[config.mk]
export PLATFORM = sky130hd
export DESIGN_NAME = color_histogram_64bin_unit
export DESIGN_NICKNAME = d
export VERILOG_FILES = /design/src/sv/chist_pkg.sv /design/src/sv/color_histogram_64bin_unit.sv /design/src/sv/chist_ram.sv /design/src/sv/chist_counter.sv /design/src/sv/chist_readout.sv
export SDC_FILE = /design/constraint.sdc
export NUM_CORES = 2
export LEC_CHECK = 0
export ABC_AREA = 1
export BUFFER_PORTS_ARGS = -buffer_cell sky130_fd_sc_hd__buf_2
export CAP_MARGIN = 20
export CORE_UTILIZATION = 50
export DETAILED_ROUTE_END_ITERATION = 7
export PLACE_DENSITY = 0.77
export RECOVER_POWER = 100
export REMOVE_ABC_BUFFERS = 1
export SLEW_MARGIN = 20
export SYNTH_ARGS = -nofsm -noshare
export SYNTH_HDL_FRONTEND = slang
export SYNTH_SLANG_ARGS = --single-unit
[constraint.sdc]
create_clock -name clock -period 7.6 [get_ports clock]
set_input_delay 0.76 -clock clock [delete_from_list [all_inputs] [get_ports clock]]
set_output_delay 0.76 -clock clock [all_outputs]
set_load 0.02 [all_outputs]
[src/sv/chist_pkg.sv]
// Shared types and constants for the 64-bin color histogram.
`timescale 1ns / 1ps

package chist_pkg;

   localparam int NUM_BINS  = 64;
   localparam int BIN_W     = 6;
   localparam int CNT_W     = 25;
   localparam int COORD_W   = 12;
   localparam int DIM_W     = 13;
   localparam int COLOR_W   = 8;
   localparam int CSR_IDX_W = 2;

   localparam logic [CNT_W-1:0] COUNT_MAX = {CNT_W{1'b1}};
   localparam logic [BIN_W-1:0] LAST_BIN  = BIN_W'(NUM_BINS - 1);

   // Configuration register indexes.
   localparam logic [CSR_IDX_W-1:0] CSR_RECT_X      = 2'd0;
   localparam logic [CSR_IDX_W-1:0] CSR_RECT_Y      = 2'd1;
   localparam logic [CSR_IDX_W-1:0] CSR_RECT_WIDTH  = 2'd2;
   localparam logic [CSR_IDX_W-1:0] CSR_RECT_HEIGHT = 2'd3;

   typedef struct packed {
      logic             en;
      logic [BIN_W-1:0] addr;
      logic [CNT_W-1:0] data;
   } mem_wr_type;

   typedef enum logic [1:0] {
      RO_IDLE,
      RO_SWEEP,
      RO_FLUSH
   } ro_state_type;

endpackage

[src/sv/color_histogram_64bin_unit.sv]
// Top level of the 64-bin RGB color histogram over a configurable window.
`timescale 1ns / 1ps

// Pixels are taken one per cycle while busy is low: each request is counted into
// one of 64 bins (top two bits of red, green and blue) when its coordinates fall
// inside the configured window. The counts live in a 64-entry RAM; the
// read-increment-write loop through that RAM is overlapped, so back-to-back
// requests to the same bin are forwarded. A request with frame_end set raises
// busy, and the 64 bins are read out in order, one strobe per cycle on
// rsp_valid, with rsp_last_bin on bin 63, and each bin is cleared as it goes
// out. The receiver cannot stall the readout, so it must take a result in every
// strobed cycle. After reset all bins read as zero at once. The user must write
// configuration through the csr_ port only while the block is idle; the block itself does not enforce this.

module color_histogram_64bin_unit (
   input  logic                              clock,
   input  logic                              reset,
   input  logic                              start,
   output logic                              busy,
   input  logic [chist_pkg::COORD_W-1:0]     req_pixel_x,
   input  logic [chist_pkg::COORD_W-1:0]     req_pixel_y,
   input  logic [chist_pkg::COLOR_W-1:0]     req_red,
   input  logic [chist_pkg::COLOR_W-1:0]     req_green,
   input  logic [chist_pkg::COLOR_W-1:0]     req_blue,
   input  logic                              req_frame_end,
   output logic                              rsp_valid,
   output logic [chist_pkg::BIN_W-1:0]       rsp_bin_index,
   output logic [chist_pkg::CNT_W-1:0]       rsp_bin_count,
   output logic                              rsp_last_bin,
   input  logic                              csr_wr_en,
   input  logic [chist_pkg::CSR_IDX_W-1:0]   csr_index,
   input  logic [chist_pkg::DIM_W-1:0]       csr_wr_data
);

   logic [chist_pkg::COORD_W-1:0]  rect_x_ff;
   logic [chist_pkg::COORD_W-1:0]  rect_y_ff;
   logic [chist_pkg::DIM_W-1:0]    rect_width_ff;
   logic [chist_pkg::DIM_W-1:0]    rect_height_ff;

   logic                           accept;
   logic                           frame_done;
   logic                           sweep_rd;
   logic [chist_pkg::BIN_W-1:0]    cnt_rd_bin;
   logic [chist_pkg::BIN_W-1:0]    ro_rd_bin;
   logic [chist_pkg::BIN_W-1:0]    rd_addr;
   chist_pkg::mem_wr_type          cnt_wr;
   chist_pkg::mem_wr_type          ro_wr;
   chist_pkg::mem_wr_type          wr;
   logic [chist_pkg::CNT_W-1:0]    ram_q;
   logic [chist_pkg::CNT_W-1:0]    rd_count;

   logic [chist_pkg::NUM_BINS-1:0] vld_ff;
   logic                           rd_vld_ff;
   logic                           fwd_hit_ff;
   logic [chist_pkg::CNT_W-1:0]    fwd_data_ff;

   assign accept     = start && !busy;
   assign frame_done = accept && req_frame_end;

   always_ff @(posedge clock) begin
      if (reset) begin
         rect_x_ff      <= '0;
         rect_y_ff      <= '0;
         rect_width_ff  <= '0;
         rect_height_ff <= '0;
      end else if (csr_wr_en) begin
         case (csr_index)
            chist_pkg::CSR_RECT_X:      rect_x_ff      <= csr_wr_data[chist_pkg::COORD_W-1:0];
            chist_pkg::CSR_RECT_Y:      rect_y_ff      <= csr_wr_data[chist_pkg::COORD_W-1:0];
            chist_pkg::CSR_RECT_WIDTH:  rect_width_ff  <= csr_wr_data;
            chist_pkg::CSR_RECT_HEIGHT: rect_height_ff <= csr_wr_data;
            default: begin
            end
         endcase
      end
   end

   chist_counter u_counter (
      .clock       (clock),
      .reset       (reset),
      .accept      (accept),
      .pixel_x     (req_pixel_x),
      .pixel_y     (req_pixel_y),
      .red         (req_red),
      .green       (req_green),
      .blue        (req_blue),
      .rect_x      (rect_x_ff),
      .rect_y      (rect_y_ff),
      .rect_width  (rect_width_ff),
      .rect_height (rect_height_ff),
      .rd_count    (rd_count),
      .rd_bin      (cnt_rd_bin),
      .wr          (cnt_wr)
   );

   chist_readout u_readout (
      .clock         (clock),
      .reset         (reset),
      .frame_done    (frame_done),
      .rd_count      (rd_count),
      .busy          (busy),
      .sweep_rd      (sweep_rd),
      .rd_bin        (ro_rd_bin),
      .wr            (ro_wr),
      .rsp_valid     (rsp_valid),
      .rsp_bin_index (rsp_bin_index),
      .rsp_bin_count (rsp_bin_count),
      .rsp_last_bin  (rsp_last_bin)
   );

   // The pixel pipeline and the readout never write in the same cycle.
   assign wr      = ro_wr.en ? ro_wr : cnt_wr;
   assign rd_addr = sweep_rd ? ro_rd_bin : cnt_rd_bin;

   chist_ram #(
      .WIDTH (chist_pkg::CNT_W),
      .DEPTH (chist_pkg::NUM_BINS)
   ) u_bins (
      .clock   (clock),
      .wr_en   (wr.en),
      .wr_addr (wr.addr),
      .wr_data (wr.data),
      .rd_addr (rd_addr),
      .rd_data (ram_q)
   );

   // Entries never written since reset read as zero.
   always_ff @(posedge clock) begin
      if (reset) begin
         vld_ff    <= '0;
         rd_vld_ff <= 1'b0;
      end else begin
         rd_vld_ff <= vld_ff[rd_addr];
         if (wr.en) begin
            vld_ff[wr.addr] <= 1'b1;
         end
      end
   end

   // A write landing on the same edge as the read of that entry is not seen by
   // the RAM read, so its data is carried over.
   always_ff @(posedge clock) begin
      if (reset) begin
         fwd_hit_ff <= 1'b0;
      end else begin
         fwd_hit_ff <= wr.en && (wr.addr == rd_addr);
      end
   end

   always_ff @(posedge clock) begin
      fwd_data_ff <= wr.data;
   end

   assign rd_count = fwd_hit_ff ? fwd_data_ff : (rd_vld_ff ? ram_q : '0);

endmodule

[src/sv/chist_ram.sv]
// Generic single-write, single-read RAM with a registered read port.
`timescale 1ns / 1ps

module chist_ram #(
   parameter int WIDTH = 25,
   parameter int DEPTH = 64
) (
   input  logic                     clock,
   input  logic                     wr_en,
   input  logic [$clog2(DEPTH)-1:0] wr_addr,
   input  logic [WIDTH-1:0]         wr_data,
   input  logic [$clog2(DEPTH)-1:0] rd_addr,
   output logic [WIDTH-1:0]         rd_data
);

   logic [WIDTH-1:0] mem_ff [DEPTH];
   logic [WIDTH-1:0] rd_data_ff;

   always_ff @(posedge clock) begin
      if (wr_en) begin
         mem_ff[wr_addr] <= wr_data;
      end
      rd_data_ff <= mem_ff[rd_addr];
   end

   assign rd_data = rd_data_ff;

endmodule

[src/sv/chist_counter.sv]
// Window test, bin selection and saturating increment of one pixel.
`timescale 1ns / 1ps

module chist_counter (
   input  logic                             clock,
   input  logic                             reset,
   input  logic                             accept,
   input  logic [chist_pkg::COORD_W-1:0]    pixel_x,
   input  logic [chist_pkg::COORD_W-1:0]    pixel_y,
   input  logic [chist_pkg::COLOR_W-1:0]    red,
   input  logic [chist_pkg::COLOR_W-1:0]    green,
   input  logic [chist_pkg::COLOR_W-1:0]    blue,
   input  logic [chist_pkg::COORD_W-1:0]    rect_x,
   input  logic [chist_pkg::COORD_W-1:0]    rect_y,
   input  logic [chist_pkg::DIM_W-1:0]      rect_width,
   input  logic [chist_pkg::DIM_W-1:0]      rect_height,
   input  logic [chist_pkg::CNT_W-1:0]      rd_count,
   output logic [chist_pkg::BIN_W-1:0]      rd_bin,
   output chist_pkg::mem_wr_type            wr
);

   logic [chist_pkg::DIM_W:0]   x_end;
   logic [chist_pkg::DIM_W:0]   y_end;
   logic                        in_window;
   logic                        s1_valid_ff;
   logic                        s1_valid_in;
   logic [chist_pkg::BIN_W-1:0] s1_bin_ff;

   // Window ends are formed one bit wider so they never wrap.
   assign x_end = {2'b00, rect_x} + {1'b0, rect_width};
   assign y_end = {2'b00, rect_y} + {1'b0, rect_height};

   assign in_window = (pixel_x >= rect_x) && ({2'b00, pixel_x} < x_end) &&
                      (pixel_y >= rect_y) && ({2'b00, pixel_y} < y_end);

   assign rd_bin = {red[7:6], green[7:6], blue[7:6]};

   assign s1_valid_in = accept && in_window;

   always_ff @(posedge clock) begin
      if (reset) begin
         s1_valid_ff <= 1'b0;
      end else begin
         s1_valid_ff <= s1_valid_in;
      end
   end

   always_ff @(posedge clock) begin
      s1_bin_ff <= rd_bin;
   end

   always_comb begin
      wr.en   = s1_valid_ff;
      wr.addr = s1_bin_ff;
      wr.data = (rd_count == chist_pkg::COUNT_MAX) ? rd_count : rd_count + 1'b1;
   end

endmodule

[src/sv/chist_readout.sv]
// Frame-end sequencer: sweeps all bins out in order and clears each one.
`timescale 1ns / 1ps

module chist_readout (
   input  logic                        clock,
   input  logic                        reset,
   input  logic                        frame_done,
   input  logic [chist_pkg::CNT_W-1:0] rd_count,
   output logic                        busy,
   output logic                        sweep_rd,
   output logic [chist_pkg::BIN_W-1:0] rd_bin,
   output chist_pkg::mem_wr_type       wr,
   output logic                        rsp_valid,
   output logic [chist_pkg::BIN_W-1:0] rsp_bin_index,
   output logic [chist_pkg::CNT_W-1:0] rsp_bin_count,
   output logic                        rsp_last_bin
);

   chist_pkg::ro_state_type     state_ff;
   chist_pkg::ro_state_type     state_in;
   logic [chist_pkg::BIN_W-1:0] idx_ff;
   logic [chist_pkg::BIN_W-1:0] idx_in;
   logic                        out_valid_ff;
   logic [chist_pkg::BIN_W-1:0] out_idx_ff;

   always_comb begin
      state_in = state_ff;
      case (state_ff)
         chist_pkg::RO_IDLE: begin
            if (frame_done) begin
               state_in = chist_pkg::RO_SWEEP;
            end
         end
         chist_pkg::RO_SWEEP: begin
            if (idx_ff == chist_pkg::LAST_BIN) begin
               state_in = chist_pkg::RO_FLUSH;
            end
         end
         chist_pkg::RO_FLUSH: begin
            state_in = chist_pkg::RO_IDLE;
         end
         default: begin
            state_in = chist_pkg::RO_IDLE;
         end
      endcase
   end

   always_comb begin
      busy     = 1'b1;
      sweep_rd = 1'b0;
      idx_in   = idx_ff;
      case (state_ff)
         chist_pkg::RO_IDLE: begin
            busy   = 1'b0;
            idx_in = '0;
         end
         chist_pkg::RO_SWEEP: begin
            sweep_rd = 1'b1;
            idx_in   = idx_ff + 1'b1;
         end
         chist_pkg::RO_FLUSH: begin
            idx_in = '0;
         end
         default: begin
            busy = 1'b0;
         end
      endcase
   end

   always_ff @(posedge clock) begin
      if (reset) begin
         state_ff     <= chist_pkg::RO_IDLE;
         idx_ff       <= '0;
         out_valid_ff <= 1'b0;
      end else begin
         state_ff     <= state_in;
         idx_ff       <= idx_in;
         out_valid_ff <= sweep_rd;
      end
   end

   always_ff @(posedge clock) begin
      out_idx_ff <= idx_ff;
   end

   assign rd_bin = idx_ff;

   // Each bin is zeroed in the cycle its count is presented.
   always_comb begin
      wr.en   = out_valid_ff;
      wr.addr = out_idx_ff;
      wr.data = '0;
   end

   assign rsp_valid     = out_valid_ff;
   assign rsp_bin_index = out_idx_ff;
   assign rsp_bin_count = rd_count;
   assign rsp_last_bin  = out_valid_ff && (out_idx_ff == chist_pkg::LAST_BIN);

endmodule

==> impl_metrics.ini <==
[clock_network]
cts_hold_buffers = 0
clockBufferDepth = 3
cts_buffers = 171
cts_root_buf = clkbuf_16
clk_latency_ps = 830
post_cts_buffers = 0
htreeDepth = 4
cts_resized = 0
cts.sinks = 1788
clkTransAtPathRegs_ps = 60
cts_tree = built

[place]
port_buffers = 83
place_congestion = 0.9591
placed_area_um2 = 76860
dpl.cell_count = 8187
dp_hpwl_um = 108600

[final_layout]
synthToLayoutAreaGrowth_pct = 10.15
nNetsFinal = 6577
stdcell_area_um2 = 81810
final_layout_size_suffix_gt1_frac = 0.06578
utilization = 0.5547
final_cells = 8504

[sta]
period_needed_ps = 5936
fmax_mhz = 168.5
hold_violations = 0
rsz0062_at_grt = no
timing.final.crit_share = 0.7811
fin_skew_ps = 39.69
slew_headroom = -0.6643
worst_slew_pin_slew_ps = 2488
finalSetupViolCount = 0
drv_slew = 1885

[drt]
drt_first_iter_violations = 6951
ant_nets = 0
wl_um = 200200
vias = 50444
drt-pass1-iter-count = 6
viasPerCell = 5.932
wl_per_cell_um = 23.54
drc_errors = 0

[power]
seqPwrFrac = 0.423
pwr-share-clk = 0.296
p_leak_nw = 28.63
switchingPower_mw = 9.426
netSwitchingFraction = 0.3439
vdd_ir_drop_max_mv = 0.2783
cellPowerDensity_nw_per_um2 = 335.0
p_int_mw = 17.98
combPwrFrac = 0.280

[logic_synthesis]
syn_avg_cell_area_um2 = 11.54
ys_warn_count = 0
synthFlopType = edfxtp_1
yosysUniqueCellTypes = 40
synth_edf_count = 1600
yosysTopAreaCellShare = 0.6470
syn_inst = 6433
ys_ff_latch = 1788
ys_top_cells_by_area = edfxtp_1 65%, dfxtp_1 5.1%, nor2_1 4.9%
ys_async_sr_fraction = 0
yosysTopAreaCell = edfxtp_1
synth_area_um2 = 74260
seq_area_frac_synth = 0.6976

[global_route]
top_usage_layer = met2
use_met1 = 0.3470
groute.layer.met3.usage = 0.06136
grt_start_max_net_pins = 194
antenna_found_initial = 10
met2_usage = 0.4121
grt_pass1_wl_um = 294500
grt_overflow = 0
grt_pass1_vias = 47699
grt.total_usage = 0.2621

[setup_path]
required_ps = 8010
crit_fanout = 49
crit_arrival_ps = 6340
crit_start = fwd_hit_ff$_SDFF_PP0_
worst-path-buf-inv = 4
crit_chain = buf_4 -> nor2_8 -> a22oi_1 -> inv_1 -> ha_1 -> inv_1 -> nor2_1 -> nand2_1 -> nor2_1 -> nand2_1 -> a21oi_1 -> clkbuf_2
rrSetupSlack_ps = 1660
cp_top_family = buffers and inverters
worst_r2r_endpoint = u_bins.mem_ff[2][6]$_DFFE_PP_
critPathCapture = u_bins.mem_ff[2][6]$_DFFE_PP_
max_stage_delay_ps = 1280
critPathLaunchType = flip-flop
r2r_start = fwd_hit_ff$_SDFF_PP0_
slowest_stage = a21oi_1
path_depth = 12
r2r_cells = 12
end_kind = flip-flop
path_class = reg2reg

[outcome]
status = finished with violations
violations = max-capacitance violations, max-slew violations

[die]
rows = 141
core_area_um2 = 147500
dieWidth_um = 387.4
die_area_um2 = 150100
start_util = 0.5035
die_h_um = 387.4
num_io_pins = 102

[flow_run]
cap_violations = 68

[worst_hold_path]
hold_path_class = in2reg
area by class of cell:
type	count	area [um^2]
fill	11761	65680
sequential	1788	51810
multi-input combinational	3682	18770
clock buffer	233	4753
tap	1930	2415
inverter	575	2171
timing repair buffer	213	1323
clock inverter	76	549.3
antenna	7	17.52
state kept, by name, summed over array words and instances, names as in the netlist, 2 cells and up:
signal	flops
rect_x_ff	12
u_readout.rsp_bin_index	6
u_bins.mem_ff	1600
u_readout.state_ff	2
fwd_data_ff	25
u_readout.rd_bin	6
u_bins.rd_data	25
rect_y_ff	12
u_counter.s1_bin_ff	6
vld_ff	64
rect_width_ff	13
rect_height_ff	13
cell usage in the layout, fill, tap and decap left out, types with 7 or more instances in the layout:
cell type	synthesis	routed
o21ai_1	48	37
a31oi_1	8	7
nor3_1	15	14
ha_1	76	76
clkbuf_1	158	149
nor2_2	2	54
nor2_1	970	911
clkbuf_16	0	177
nor2_4	0	7
clkinv_2	0	33
diode_2	0	7
clkbuf_8	0	11
inv_1	570	570
o211ai_1	478	478
buf_12	0	17
nand2_1	604	606
edfxtp_1	1600	1600
buf_4	21	44
nand3_1	664	664
dfxtp_1	188	188
inv_6	0	7
xnor2_1	13	13
nand4_1	13	13
o21ai_0	627	635
a21oi_1	101	101
buf_2	177	45
clkinv_1	1	26
xor2_1	17	17
cells in the mapped netlist, types with 2 or more instances:
cell type,count
a21o_1,4
nand4_1,13
inv_2,4
o22ai_1,4
buf_4,21
edfxtp_1,1600
a21oi_1,101
o21ai_1,48
a31oi_1,8
or2_2,3
o21ai_0,627
a211oi_1,2
o21ai_2,3
xnor2_1,13
nand2_2,8
nor2_1,970
buf_2,177
nor2_2,2
xor2_1,17
o211ai_1,478
nand3b_1,2
a22oi_1,4
fa_1,2
ha_1,76
nor3_1,15
buf_6,5
dfxtp_1,188
nor4_1,2
a21boi_0,4
buf_1,27
nand3_1,664
inv_1,570
clkbuf_1,158
o21a_1,4
nand2_1,604
worst min path at each step:
stage,start,to,slack (ps),cells after the start
4_1_cts,req_red[6],u_counter.s1_bin_ff[4]$_DFF_P_,30,1
5_1_grt,req_red[6],u_counter.s1_bin_ff[4]$_DFF_P_,50,1
2_1_floorplan,u_readout.rd_bin[3]$_SDFFE_PP0P_,u_readout.rsp_bin_index[3]$_DFF_P_,360,0
6_report,req_red[6],u_counter.s1_bin_ff[4]$_DFF_P_,80,1
3_5_place_dp,u_readout.rd_bin[3]$_SDFFE_PP0P_,u_readout.rsp_bin_index[3]$_DFF_P_,390,0
3_3_place_gp,u_readout.rd_bin[3]$_SDFFE_PP0P_,u_readout.rsp_bin_index[3]$_DFF_P_,380,0
logic make-up (layout without fill, tap and decap cells):
family / after synthesis / in the layout / share of synthesized area
flops: 1788 / 1788 / 0.6976
xor+xnor: 30 / 30 / 0.003538
buf+inv: 963 / 1097 / 0.05322
compound gates: 1289 / 1289 / 0.1040
other cells: 0 / 7 / 0
fa+ha+maj: 78 / 78 / 0.01334
simple gates: 2285 / 2285 / 0.1282
power by group through the flow:
stage / Combinational (mW) / Sequential, mW / Clock (mW)
2_1_floorplan: 6.15 / 11.8 / 0
3_3_place_gp: 7.25 / 11.8 / 0
3_5_place_dp: 7.49 / 11.8 / 0
4_1_cts: 7.54 / 11.6 / 8.18
5_1_grt: 8.27 / 11.6 / 8.55
6_report: 7.69 / 11.6 / 8.12
layer usage:
layer,wire (um),up-vias
met1,76250,24441
met3,22790,460
met4,8854,2
met2,92300,2759
met5,11,-
li1,-,22782
metrics by stage:
step | hold WS, ps | worst slack (ps) | power [mW] | TNS [ps]
floorplan | 363.8 | -8706 | 17.97 | -233340
CTS | 32.67 | 2929 | 27.31 | 0
global route | 53.96 | 1321 | 28.42 | 0
detailed placement | 387.7 | 2976 | 19.28 | 0
global placement | 381.4 | 2875 | 19.04 | 0
finish | 78.55 | 1664 | 27.41 | 0
No activity file was read; power rests on OpenSTA's default activity.
